<file path="src/design/first_fit_heap_allocator_core_defines.svh">
// assertion macros shared by the heap allocator rtl
// expects clk and rst_n in the scope where a macro is used
`ifndef FIRST_FIT_HEAP_ALLOCATOR_CORE_DEFINES_SVH
`define FIRST_FIT_HEAP_ALLOCATOR_CORE_DEFINES_SVH

// condition holds at every edge out of reset
`define FFHA_ASSERT_ALWAYS(label, cond, msg) \
  label: assert property (@(posedge clk) disable iff (!rst_n) (cond)) \
    else $error(msg);

// consequent holds in the same cycle as the antecedent
`define FFHA_ASSERT_IMPL(label, ante, cons, msg) \
  label: assert property (@(posedge clk) disable iff (!rst_n) (ante) |-> (cons)) \
    else $error(msg);

// consequent holds in the cycle after the antecedent
`define FFHA_ASSERT_NEXT(label, ante, cons, msg) \
  label: assert property (@(posedge clk) disable iff (!rst_n) (ante) |=> (cons)) \
    else $error(msg);

`endif

</file>
<file path="src/design/ffha_pkg.sv">
// types, codes and fixed widths of the first-fit heap allocator
// no dependencies; used by the allocator core, ffha_alu and the testbench
package ffha_pkg;

  // heap geometry fixed by the 10-bit address fields
  localparam int ADDR_W     = 10;
  localparam int SIZE_W     = 11;
  localparam int ALU_W      = 12;
  localparam int HEAP_BYTES = 1024;

  // reset value of the split threshold register
  localparam logic [ADDR_W-1:0] MSR_RESET = 10'd24;

  typedef logic [ADDR_W-1:0] addr_t;
  typedef logic [SIZE_W-1:0] size_t;
  typedef logic [ALU_W-1:0]  alu_word_t;

  // operation codes
  localparam logic KIND_ALLOC = 1'b0;
  localparam logic KIND_FREE  = 1'b1;

  typedef enum logic [1:0] {
    ST_OK    = 2'd0,
    ST_NOFIT = 2'd1,
    ST_RANGE = 2'd2,
    ST_FULL  = 2'd3
  } status_t;

  // one free segment table entry
  typedef struct packed {
    addr_t start;
    size_t length;
  } seg_t;

  // shared add / subtract / compare unit
  typedef struct packed {
    alu_word_t a;
    alu_word_t b;
  } alu_req_t;

  typedef struct packed {
    alu_word_t sum;
    alu_word_t diff;
    logic      ge;
    logic      gt;
    logic      eq;
  } alu_res_t;

  typedef enum logic [4:0] {
    S_INIT,
    S_IDLE,
    S_A_NEED,
    S_A_SCAN,
    S_A_THR,
    S_A_CMP,
    S_A_SPLIT,
    S_A_BLK,
    S_A_TAKE,
    S_A_USER,
    S_F_RANGE,
    S_F_LIM,
    S_F_CLIP,
    S_F_SCAN,
    S_F_PEND,
    S_F_JP,
    S_F_END,
    S_F_JN,
    S_F_MERGE1,
    S_F_MERGE2,
    S_F_PREV,
    S_F_NEXT,
    S_F_SHUP,
    S_F_INS,
    S_DROP,
    S_DONE
  } state_t;

endpackage

</file>
<file path="src/design/ffha_alu.sv">
// shared add, subtract and compare unit of the heap allocator
// depends on ffha_pkg
module ffha_alu (
  input  ffha_pkg::alu_req_t req,
  output ffha_pkg::alu_res_t res
);
  import ffha_pkg::*;

  // one adder, one subtractor, one magnitude compare and one equality compare
  always_comb begin
    res.sum  = req.a + req.b;
    res.diff = req.a - req.b;
    res.ge   = (req.a >= req.b);
    res.eq   = (req.a == req.b);
    res.gt   = res.ge & ~res.eq;
  end

endmodule

</file>
<file path="config.mk">
export PLATFORM = sky130hd
export DESIGN_NAME = ffha_alu
export DESIGN_NICKNAME = d
export VERILOG_FILES = /design/src/design/first_fit_heap_allocator_core_defines.svh /design/src/design/ffha_pkg.sv /design/src/design/ffha_alu.sv
export SDC_FILE = /design/constraint.sdc
export NUM_CORES = 1
export LEC_CHECK = 0
export BUFFER_PORTS_ARGS = -buffer_cell sky130_fd_sc_hd__buf_2
export CAP_MARGIN = 5
export CORE_MARGIN = 2
export CORE_UTILIZATION = 56
export DETAILED_ROUTE_END_ITERATION = 7
export MAX_ROUTING_LAYER = met4
export PLACE_DENSITY = 0.92
export SYNTH_ARGS = -nofsm -noshare
export SYNTH_HDL_FRONTEND = slang
export SYNTH_SLANG_ARGS = --single-unit
</file>
<file path="constraint.sdc">
create_clock -name vclk -period 2.65
set_input_delay 0.1325 -clock vclk [all_inputs]
set_output_delay 0.1325 -clock vclk [all_outputs]
set_load 0.02 [all_outputs]
</file>
==> results.yml <==
status:
  outcome: "complete, no violations"
floorplan:
  die_area_um2: 2610
  rows: 17
  core_um2: 2150
  start_util: 0.579
  io_pins: 51
  die_width_um: 51.1
  die_height_um: 51.1
timing:
  hold_viol_final: 0
  finalCritPeriodShare: 0.813
  worst_slew_pin_slew_ns: 0.430
  maxSlewViolCount: 0
  finalCriticalPeriod_ns: 2.15
  fmax_mhz: 464
  setup_violations: 0
  tns_ns: 0
  relSlewSlack: 0.711
  rsz0062_at_grt: "false"
  worst_slack_ns: 0.495
global_routing:
  grt_pass1_vias: 1152
  grt-ovfl-total: 0
  antenna_found_initial: 0
  grt_start_max_net_pins: 12
  track_usage: 0.218
  grt_pass1_wl_um: 4580
power:
  powerDensity_nw_per_um2: 321
  vdd_drop_max_v: 0.000168
  leakagePower_nw: 0.759
cts:
  post_cts_resized: 0
  cts_setup_buffers: 0
  holdBufCountCts: 0
final_layout:
  n_antenna_cell: 0
  drive_gt1_frac: 0.279
  register_area_um2: 0
  layout_commonest_cell: "buf_2"
  nets: 266
  seq_cells: 0
  areaGrowthSynthToFinish_pct: 17.4
  layout_common_cells: "buf_2 (51), inv_1 (24), ha_1 (23)"
  clkbuf_count: 0
  final_util: 0.680
setup_path:
  start_kind: "primary input"
  cp.arrival_ns: 2.02
  critPathKind: "primary input to primary output"
  critPathCaptureType: "primary output"
  worstPathRequired_ns: 2.52
  crit_path_max_fanout: 3
place:
  numPortBuffers: 51
  dp_slack_ns: 0.515
  hpwl_um: 2300
  place_congestion: 0.883
synth:
  yosys.area.top_type_share: 0.231
  yosys.cell_types.count: 46
  syn_nets: 222
  synth_cells: 173
  ys_top_cells_by_area: "ha_1 (23%), xnor2_1 (9.9%), inv_1 (7.2%), a21oi_1 (4.8%), nor2_1 (3.6%)"
  synth_warnings: 0
  syn_area_um2: 1240
  yosysSeqAreaShare: 0
  synth.avg_cell_area_um2: 7.19
  yosys.area.top_type: "ha_1"
hold_path:
  worstHoldPathType: "primary input to primary output"
drt:
  wire_per_inst_um: 11.2
  dr_total_vias: 1303
  initialDrtViolationCount: 21
  vias_per_cell: 5.36
  drc: 0
  wl_um: 2710
  drtAntennaViolNets: 0
  dr.pass1.iters: 4
job:
  maxCapViolCount: 0
## worst paths after layout
| check | startpoint | to | slack, ns | cells past startpoint |
|---|---|---|---|---|
| setup / recovery | req[0] | res[13] | 0.50 | 9 |
| hold / removal | req[0] | res[3] | 0.70 | 4 |
## metrics by stage
step | power [mW] | cell area [um^2] | hold slack (ns) | std cells
6_report | 0.469 | 1460 | 0.705 | 243
3_3_place_gp | 0.463 | 1460 | 0.692 | 243
5_1_grt | 0.514 | 1460 | 0.732 | 243
3_5_place_dp | 0.468 | 1460 | 0.717 | 243
4_1_cts | 0.470 | 1460 | 0.711 | 243
2_1_floorplan | 0.352 | 1240 | 0.488 | 173
## area by class of cell
cell class | count | area, um^2
fillers | 204 | 688
inverters | 27 | 101
multi-input cells | 137 | 1070
well taps | 28 | 35.0
repair buffers | 51 | 255
## power by group
group	total, mW	internal (mW)	switching [mW]
sequential	0	0	0
combinational	0.469	0.185	0.285
clock	0	0	0
## Yosys cell counts (2+ instances only)
master and number:
a211oi_1 4, nor2b_1 6, inv_1 24, xnor2_1 14, a21o_1 2, nand2_1 7
buf_2 3, inv_2 3, o311ai_1 2, o21bai_1 4, o21ai_0 8, o31ai_1 2
fa_1 2, nand3_1 3, o211ai_1 2, nor4_1 2, ha_1 23, xor2_1 3
a21oi_1 12, nor3_1 6, o21a_1 3, buf_6 3, nor2_1 12
## cell families after synthesis
kind of cell | after synthesis | synth area share
buffers and inverters | 36 | 0.141
AND/OR/NAND/NOR | 44 | 0.178
adder cells (fa/ha/maj) | 25 | 0.264
XOR/XNOR | 17 | 0.120
AO/OA/AOI/OAI | 51 | 0.298
## worst max-delay path, cell delays in order
cell and delay [ns]:
buf_2 0.11, ha_1 0.21, fa_1 0.41, nor2b_1 0.18
o31a_1 0.21, o221ai_1 0.15, a211o_1 0.32, o311ai_1 0.08
buf_2 0.21
## routing by layer
metal,GRT usage,vias to the layer above,wire length (um)
met5,-,-,0
met4,0.0135,0,12
met3,0.00292,2,141
met2,0.381,44,1290
met1,0.294,577,1270
li1,-,680,-
Note: power is estimated with default switching activity, not from simulation.
