File: src/design/first_fit_heap_allocator_core_defines.svh
// assertion macros shared by the heap allocator rtl
// expects clk and rst_n in the scope where a macro is used
`ifndef FIRST_FIT_HEAP_ALLOCATOR_CORE_DEFINES_SVH
`define FIRST_FIT_HEAP_ALLOCATOR_CORE_DEFINES_SVH

// condition holds at every edge out of reset
`define FFHA_ASSERT_ALWAYS(label, cond, msg) \
  label: assert property (@(posedge clk) disable iff (!rst_n) (cond)) \
    else $error(msg);

// consequent holds in the same cycle as the antecedent
`define FFHA_ASSERT_IMPL(label, ante, cons, msg) \
  label: assert property (@(posedge clk) disable iff (!rst_n) (ante) |-> (cons)) \
    else $error(msg);

// consequent holds in the cycle after the antecedent
`define FFHA_ASSERT_NEXT(label, ante, cons, msg) \
  label: assert property (@(posedge clk) disable iff (!rst_n) (ante) |=> (cons)) \
    else $error(msg);

`endif

File: src/design/ffha_ram.sv
// generic single write port, single read port ram with registered read
// no dependencies
module ffha_ram #(
  parameter int WIDTH = 8,
  parameter int DEPTH = 16
) (
  input  logic                     clk,
  input  logic                     wr_en,
  input  logic [$clog2(DEPTH)-1:0] wr_addr,
  input  logic [WIDTH-1:0]         wr_data,
  input  logic                     rd_en,
  input  logic [$clog2(DEPTH)-1:0] rd_addr,
  output logic [WIDTH-1:0]         rd_data
);

  logic [WIDTH-1:0] mem [DEPTH];
  logic [WIDTH-1:0] rd_data_r;

  // write port
  always_ff @(posedge clk) begin
    if (wr_en) begin
      mem[wr_addr] <= wr_data;
    end
  end

  // registered read, holds while not enabled
  always_ff @(posedge clk) begin
    if (rd_en) begin
      rd_data_r <= mem[rd_addr];
    end
  end

  assign rd_data = rd_data_r;

endmodule

File: config.mk
export PLATFORM = sky130hd
export DESIGN_NAME = ffha_ram
export DESIGN_NICKNAME = d
export VERILOG_FILES = /design/src/design/first_fit_heap_allocator_core_defines.svh /design/src/design/ffha_ram.sv
export SDC_FILE = /design/constraint.sdc
export NUM_CORES = 1
export LEC_CHECK = 0
export ABC_CLOCK_PERIOD_IN_PS = 1810
export BUFFER_PORTS_ARGS = -buffer_cell sky130_fd_sc_hd__buf_2
export CAP_MARGIN = 40
export CORE_MARGIN = 10
export CORE_UTILIZATION = 50
export DETAILED_ROUTE_END_ITERATION = 6
export GPL_TIMING_DRIVEN = 0
export PLACE_DENSITY = 0.64
export SLEW_MARGIN = 10
export SYNTH_ARGS = -nofsm -noshare
export SYNTH_HDL_FRONTEND = slang
export SYNTH_SLANG_ARGS = --single-unit
File: constraint.sdc
create_clock -name clk -period 1.81 [get_ports clk]
set_input_delay 0.0905 -clock clk [delete_from_list [all_inputs] [get_ports clk]]
set_output_delay 0.0905 -clock clk [all_outputs]
set_load 0.005 [all_outputs]
==> impl_summary.log <==
INFO  metric cp-end-kind = register
INFO  metric grt.total_usage = 0.138
INFO  metric min_path_type = input pin to register
INFO  metric via_count = 2456
INFO  metric irDropWorstVdd = 0.597 mV
INFO  metric synth_seq_area_share = 0.781
INFO  metric crit_type = register to register
INFO  metric worst_path_largest_cell_delay = 500 ps
INFO  metric detailedPlacementHpwl = 6320 µm
INFO  metric power.internal = 0.00576 W
INFO  metric synthesis.instances = 229
INFO  metric cts_num_sinks = 136
INFO  metric synth_area_per_cell = 22.8 µm²
INFO  metric cpLargestDelayFamily = multiplexers
INFO  metric cp.buffers_inverters = 0
INFO  metric layout_worst_path_cycle_share = 0.874
INFO  metric cts_tree = yes
INFO  metric setup_viol_count_final = 0
INFO  metric finalPower = 0.00713 W
INFO  metric placementRows = 37
INFO  metric core_area = 10300 µm²
INFO  metric yosysWarningCount = 0
INFO  metric swShare = 0.191
INFO  metric worst_pin_slew = 769 ps
INFO  metric n_antenna_cell = 0
INFO  metric outcome = finished, final reports clean
INFO  metric timing.critical_path.cells = mux4_2 > a22oi_1 > nand2_1
INFO  metric drc = 0
INFO  metric share_of_layout_cells_above_drive_strength_1 = 0.275
INFO  metric clk_path_buf_depth = 2
INFO  metric postLayoutCellArea = 6190 µm²
INFO  metric iteration_count_of_the_initial_detailed_routing_pass = 4
INFO  metric placement.cell_area = 5550 µm²
INFO  metric power.static_leakage = 2.08 nW
INFO  metric clk_latency_worst_skew_pair = 510 ps
INFO  metric pwr-share-seq = 0.500
INFO  metric finish.utilization = 0.603
INFO  metric critPathMaxFanout = 1
INFO  metric number_of_antenna_violations_at_the_first_check_in_global_routing = 0
INFO  metric critPathRequiredTime = 2060 ps
INFO  metric number_of_global_route_vias_before_repair = 2488
INFO  metric fmaxAchievable = 0.632 GHz
INFO  metric hold_buffers = 9
INFO  metric synth.cell_area = 5230 µm²
INFO  metric detail_route.iter0.violations = 228
INFO  metric synth_nets = 248
INFO  metric clock_skew = 6.23 ps
INFO  metric maxCapViolations = 0
INFO  metric fin_crit = 1580 ps
INFO  metric total_cts_buffers = 17
INFO  metric chipHeight = 122 µm
INFO  metric die_width = 122 µm
INFO  metric detail_route.wirelength = 9800 µm
INFO  metric p_clk_frac = 0.451
INFO  metric filler_cell_count = 731
INFO  metric place.gp.congestion = 0.733
INFO  metric io-pin-count = 27
INFO  metric final_max_slew_viol_count = 0
INFO  metric avgViaCountPerCell = 5.66
INFO  metric cts-root-buf = sky130_fd_sc_hd__clkbuf_8
INFO  metric die-area = 14900 µm²
INFO  metric arrival = 1840 ps
INFO  metric power-per-cell-area = 1150 nW/µm²
INFO  metric ctsHtreeMaxLevel = 4
INFO  metric clkTransAtPathRegs = 60 ps
INFO  metric synth_cell_types = 18
INFO  metric combinationalPowerShare = 0.049
INFO  metric worst_path_max_delay_cell = sky130_fd_sc_hd__mux4_2
INFO  metric avgRoutedWirePerCell = 22.6 µm
INFO  metric pin_count_of_the_biggest_net_entering_global_routing = 17
INFO  metric post-cts-setup-buffer-count = 0
INFO  metric drt.antenna.violating_nets = 0
INFO  metric most_used_cells_in_the_layout_excluding_fill_and_tap_cells = 136 x sky130_fd_sc_hd__edfxtp_1, 30 x sky130_fd_sc_hd__buf_2, 18 x sky130_fd_sc_hd__mux4_2
INFO  metric fin_nets = 305
INFO  metric start_util = 0.509
INFO  metric grt_first_pass_wirelength = 14600 µm
INFO  metric post_cts_resize_count = 0
INFO  metric place.port_buffers = 25
INFO  metric global_route.overflow_total = 0
INFO  metric max_slew_margin = 0.486
INFO  metric netsw = 0.00136 W
INFO  metric layout.cells.most_common = sky130_fd_sc_hd__edfxtp_1
INFO  metric grt_setup_unrepaired = false
INFO  metric setup.worst_path.start_class = register
INFO  metric area_growth_from_synthesis_to_layout = 18.5%
INFO  metric yosys_reg_bits = 136
INFO  metric hold_viol = 0
## final timing paths
check                      startpoint                    to  slack (ps)  cells after the start
hold reg to reg   mem[8][1]$_DFFE_PP_  rd_data[1]$_DFFE_PP_         760                      3
hold / removal             wr_addr[0]   mem[4][2]$_DFFE_PP_          30                      2
setup reg to reg  mem[3][4]$_DFFE_PP_  rd_data[4]$_DFFE_PP_         230                      3
setup / recovery  mem[3][4]$_DFFE_PP_  rd_data[4]$_DFFE_PP_         230                      3
## cell usage after synthesis (all sizes together)
cell type / n / area share
mux4: 32 / 0.15
nand2b: 2 / 0.0024
or3b: 1 / 0.0017
nand2: 9 / 0.0065
clkdlybuf4s25: 3 / 0.0057
buf: 7 / 0.011
edfxtp: 136 / 0.78
nand3b: 2 / 0.0029
and2: 1 / 0.0012
nand3: 1 / 0.00096
nor2: 13 / 0.0093
nor2b: 1 / 0.0012
and2b: 1 / 0.0014
a22oi: 16 / 0.023
nor3: 4 / 0.0038
## power groups by stage
stage / clock network, W / logic, W / registers (W)
finish: 0.00322 / 0.000347 / 0.00356
global route: 0.00339 / 0.000374 / 0.00357
CTS: 0.00325 / 0.000351 / 0.00357
detailed placement: 0 / 0.000334 / 0.00363
global placement: 0 / 0.000324 / 0.00362
floorplan: 0 / 0.000179 / 0.00363
## state kept, by name (all words and copies together), names as in the netlist
register,count
mem,128
rd_data,8
## cells by family (layout without fill, tap and decap cells)
logic type      count (synthesis)  count (layout)  synth area share
mux                            32              32             0.148
simple gates                   35              35            0.0314
buf+inv                        10              79            0.0165
flops                         136             136             0.781
compound gates                 16              16            0.0230
## worst register-to-register path, stage by stage, from the launching register on
cell	delay (ps)
sky130_fd_sc_hd__edfxtp_1	390
sky130_fd_sc_hd__mux4_2	500
sky130_fd_sc_hd__a22oi_1	310
sky130_fd_sc_hd__nand2_1	110
## metal layers
metal / wire, µm / share of wire / up-vias / GRT usage
li1: - / - / 1093 / -
met1: 4100 / 0.42 / 1253 / 0.182
met2: 4750 / 0.48 / 99 / 0.210
met3: 786 / 0.080 / 11 / 0.0496
met4: 156 / 0.016 / 0 / 0.0508
met5: 0 / 0 / - / 0
## per-stage QoR
step	setup TNS, ps	cells	hold slack (ps)	setup WS (ps)
finish	0	434	26.6	228
global route	0	434	26.9	206
CTS	0	434	10.1	241
detailed placement	0	394	443	43.4
global placement	-3170	390	429	-303
floorplan	0	229	189	227
## area by class of cell
type | count | area [µm²] | share of cell area
sequential | 136 | 4080 | 0.659
multi-input combinational | 83 | 1060 | 0.171
clock buffer | 20 | 425 | 0.0687
timing repair buffer | 38 | 240 | 0.0388
tap | 136 | 170 | 0.0275
clock inverter | 11 | 131 | 0.0212
buffer | 10 | 86.3 | 0.0139
Power figures use the tool's default switching activity.
